===== src/ttcw_pkg.sv =====
// ----------------------------------------------------------------------------
// Text terminal character writer package
// Request and result types, control and status bundles, and character codes.
// ----------------------------------------------------------------------------
package ttcw_pkg;

  localparam logic [7:0] CH_SPACE    = 8'h20;
  localparam logic [7:0] CH_PRINT_HI = 8'h7E;
  localparam logic [7:0] CH_LF       = 8'h0A;
  localparam logic [7:0] CH_CR       = 8'h0D;
  localparam logic [7:0] CH_TAB      = 8'h09;
  localparam logic [7:0] CH_BS       = 8'h08;
  localparam int         TAB_STEP    = 8;

  localparam logic FUNC_PUT  = 1'b0;
  localparam logic FUNC_READ = 1'b1;

  typedef struct packed {
    logic       func;
    logic [7:0] char_code;
    logic [5:0] read_row;
    logic [7:0] read_col;
  } ttcw_in_t;

  typedef struct packed {
    logic [7:0] cell_char;
    logic [7:0] cursor_col;
    logic [5:0] cursor_row;
  } ttcw_out_t;

  typedef struct packed {
    logic load;
    logic exec;
    logic sweep;
    logic sweep_all;
  } ttcw_cmd_t;

  typedef struct packed {
    logic scroll;
    logic row_end;
    logic grid_end;
  } ttcw_sts_t;

endpackage


===== src/ttcw_ctrl.sv =====
// ----------------------------------------------------------------------------
// Text terminal character writer controller
// Sequences the power-up clearing pass, request execution, row clearing on
// scroll and the result strobe.
// ----------------------------------------------------------------------------
module ttcw_ctrl import ttcw_pkg::*; (
  input  logic      clk,
  input  logic      rst_n,
  input  logic      start,
  input  ttcw_sts_t sts,
  output logic      busy,
  output logic      out_valid,
  output ttcw_cmd_t cmd
);

  typedef enum logic [4:0] {
    S_INIT   = 5'b00001,
    S_IDLE   = 5'b00010,
    S_EXEC   = 5'b00100,
    S_SCROLL = 5'b01000,
    S_RESP   = 5'b10000
  } state_t;

  state_t state_r;
  state_t state_nxt;
  logic   accept;

  assign busy      = !((state_r == S_IDLE) || (state_r == S_RESP));
  assign out_valid = (state_r == S_RESP);
  assign accept    = start && !busy;

  always_comb begin
    cmd           = '0;
    cmd.load      = accept;
    cmd.exec      = (state_r == S_EXEC);
    cmd.sweep     = (state_r == S_INIT) || (state_r == S_SCROLL);
    cmd.sweep_all = (state_r == S_INIT);
  end

  always_comb begin
    state_nxt = state_r;
    unique case (state_r)
      S_INIT: begin
        if (sts.grid_end) state_nxt = S_IDLE;
      end
      S_IDLE: begin
        if (accept) state_nxt = S_EXEC;
      end
      S_EXEC: begin
        state_nxt = sts.scroll ? S_SCROLL : S_RESP;
      end
      S_SCROLL: begin
        if (sts.row_end) state_nxt = S_RESP;
      end
      S_RESP: begin
        state_nxt = accept ? S_EXEC : S_IDLE;
      end
      default: state_nxt = S_INIT;
    endcase
  end

  always_ff @(posedge clk) begin
    if (!rst_n) begin
      state_r <= S_INIT;
    end else begin
      state_r <= state_nxt;
    end
  end

endmodule


===== config.mk =====
export PLATFORM = sky130hd
export DESIGN_NAME = ttcw_ctrl
export DESIGN_NICKNAME = d
export VERILOG_FILES = /design/src/ttcw_pkg.sv /design/src/ttcw_ctrl.sv
export SDC_FILE = /design/constraint.sdc
export NUM_CORES = 1
export LEC_CHECK = 0
export ABC_AREA = 1
export BUFFER_PORTS_ARGS = -buffer_cell sky130_fd_sc_hd__buf_2
export CAP_MARGIN = 40
export CELL_PAD_IN_SITES_DETAIL_PLACEMENT = 0
export CELL_PAD_IN_SITES_GLOBAL_PLACEMENT = 1
export CORE_AREA = 2 2 39 41
export CTS_CLUSTER_DIAMETER = 200
export DETAILED_ROUTE_END_ITERATION = 8
export DIE_AREA = 0 0 41 43
export HOLD_SLACK_MARGIN = 0.05
export PLACE_DENSITY = 0.55
export REMOVE_ABC_BUFFERS = 1
export SYNTH_ARGS = -nofsm -noshare
export SYNTH_HDL_FRONTEND = slang
export SYNTH_SLANG_ARGS = --single-unit

===== constraint.sdc =====
create_clock -name clk -period 2.08 [get_ports clk]
set_input_delay 0.104 -clock clk [delete_from_list [all_inputs] [get_ports clk]]
set_output_delay 0.104 -clock clk [all_outputs]
set_load 0.005 [all_outputs]

==> impl_results.md <==
- Die X: 41 um
- ANT nets after route: 0
- Post-synth top area share: 34.2%
- Fmax achieved: 760 MHz
- Clock Skews: 0.000493 ns
- H-Tree Depth: 1
- First-pass DRT Iterations: 4
- Num rows: 14
- Final Cell Area: 387 um2
- CTS sink count: 5
- Root buf cell: clkbuf_4
- Main combinational cell family by area after synthesis: simple AND/OR/NAND/NOR gates
- Vias in the first global route: 313
- CP arrival: 1.21 ns
- CTS buffer count: 3
- Fin crit period: 1.32 ns
- Endpoints failing setup: 0
- Slew Limit Fails: 0
- Core ar.: 1380 um2
- Diode count: 0
- Global-route wire length before repair: 1.16 mm
- Yosys warns: 0
- Setup bufs post-CTS: 0
- Post-Route WL: 690 um
- Post-DR vias/cell: 4.10
- Most numerous cell in the Yosys netlist: inv_1
- Initial Util: 21.2%
- Placed cell areas: 360 um2
- Fraction of layout cells with a size suffix above 1: 27.9%
- Post-synthesis register bit count: 5
- Via count: 316
- VDD IR max: 0.290 mV
- Die H: 43 um
- Number of synthesized flops with an enable pin: 0
- Static leakage: 0.226 nW
- Critical Path Start Type: flop
- Mux cell area share after synthesis: 0%
- Antenna violations before repair: 0
- Worst hold path class: in2reg
- Pin count of the biggest net entering global routing: 7
- Synth cell count leaders: inv_1 (13), nor2_1 (7), dfxtp_1 (5), nand2_1 (5), nand3_1 (5)
- Register Area: 100 um2
- TritonCTS clock tree: done
- Max-cap viol count: 0
- Area Overhead vs Synth: 32.1%
- Clock Path Buffers: 2
- Synth Area in Simple Gates: 39.7%
- Syn Area/Cell: 6.23 um2
- Setup TNS: 0 ns
- Final Hold Fails: 0
- Post-synthesis compound-gate area fraction: 6.84%
- PwrDens: 833 nW/um2
- Final HPWL DP: 596 um
- Most flops, register: state_r
- Latest clock arrival within the worst-skew pair: 0.25 ns
- Status: finished clean
- GRT Resource Usage Total: 9.86%
- CP Capture Type: output pin
- Reg clk slew, reported paths: 0.05 ns
- Top post-synthesis cells by area: dfxtp_1 (34%), inv_1 (17%), nor2_1 (9.0%), nand3_1 (8.5%), nand4_1 (8.5%)
- Slew @ Worst Pin: 0.164 ns
- Ys flop type: dfxtp_1
- Synth area leader: dfxtp_1
- WL/cell: 8.96 um
- Cells resized by post-CTS repair: 0
- RSZ-0062 raised after global routing: false
- Period Utilization, post-route: 63.2%
- Area of the multi-input gates: 136 um2
- Asr flop ratio synth: 0%
- Library cells used by synthesis: 11
- Synth Area in XOR/XNOR: 0%
- Iteration-0 DRC Markers: 3
- Slew margin rel.: 89.0%
- Critical path peak fanout: 4
- FILL cells: 168
- Post-Syn Instances: 47
- Seq/Total Area, Yosys: 34.2%
- Port-buffer cells: 11
- Placer Congestion: 0.796
- Number of flip-flops in the largest register: 5
- WS Path Type: reg2out
- Die ar.: 1760 um2
- Worst Path Required: 1.98 ns
- Top flop regs: state_r: 5 flops
- Post-Synth Adder-Cell Area: 0%
- Synthesized area: 293 um2
- DRC: 0
- Hold buffer count at cts: 0
- Remaining global-route overflow: 0
- I/O pins: 12
- Final layout net count: 68
through the flow:
step | setup slack (ns) | instances | utilization, % | hold WS, ns | power [mW]
after floorplan | 1.12 | 46 | - | 0.188 | 0.177
after global placement | 0.987 | 73 | 26.0 | 0.331 | 0.211
after detailed placement | 1.01 | 73 | 26.0 | 0.324 | 0.209
after CTS | 0.741 | 77 | 27.9 | 0.0669 | 0.328
after global routing | 0.647 | 77 | 27.9 | 0.0875 | 0.349
final | 0.764 | 77 | 27.9 | 0.0655 | 0.322
logic make-up (layout without fill, tap and decap cells):
group                  Yosys count  count (layout)
DFF                              5               5
and+or+nand+nor                 24              24
AOI/OAI and AO/OA                4               4
buffers and inverters           14              28
metal layers:
| metal | global-route usage (%) | routed length (um) | up-vias |
|---|---|---|---|
| li1 | - | - | 173 |
| met1 | 11.7 | 314 | 133 |
| met2 | 14.7 | 326 | 7 |
| met3 | 0 | 25 | 3 |
| met4 | 10.0 | 23 | 0 |
| met5 | 0 | 0 | - |
worst max-delay path: stages (launching register included):
cell,delay [ns]
dfxtp_1,0.32
nor2_2,0.15
nand3_1,0.15
nand2_1,0.12
nand2_1,0.07
inv_1,0.05
buf_2,0.10
power by group:
part | leakage, nW | switching, mW | internal [mW]
clock network | 0.0150 | 0.0441 | 0.0728
registers | 0.0408 | 0.00688 | 0.106
logic | 0.170 | 0.0492 | 0.0435
total | 0.226 | 0.100 | 0.222
path summary, 6_finish.rpt:
path	cells past startpoint	startpoint	slack [ns]	end
max reg2reg	7	state_r[3]	1.02	state_r[1]
max	6	state_r[1]	0.76	cmd[3]
min reg2reg	3	state_r[3]	0.63	state_r[0]
min	2	rst_n	0.07	state_r[0]
final cells by class:
class	count	share of cell area, %
timing repair buffer	11	14.2
tap	16	5.18
clock buffer	4	6.80
sequential	5	25.9
multi-input combinational	28	35.3
inverter	13	12.6
cell usage in the layout (no fill, tap or decap):
cell type and instances:
nand2_1 5, clkbuf_1 1, nor2_1 7, o21ai_1 2
inv_1 13, dfxtp_1 5, nand3_1 5, nor2_2 2
and2_4 1, nand4_1 4, clkbuf_4 3, a21oi_1 2
buf_2 11
Power figures use the tool's default switching activity.
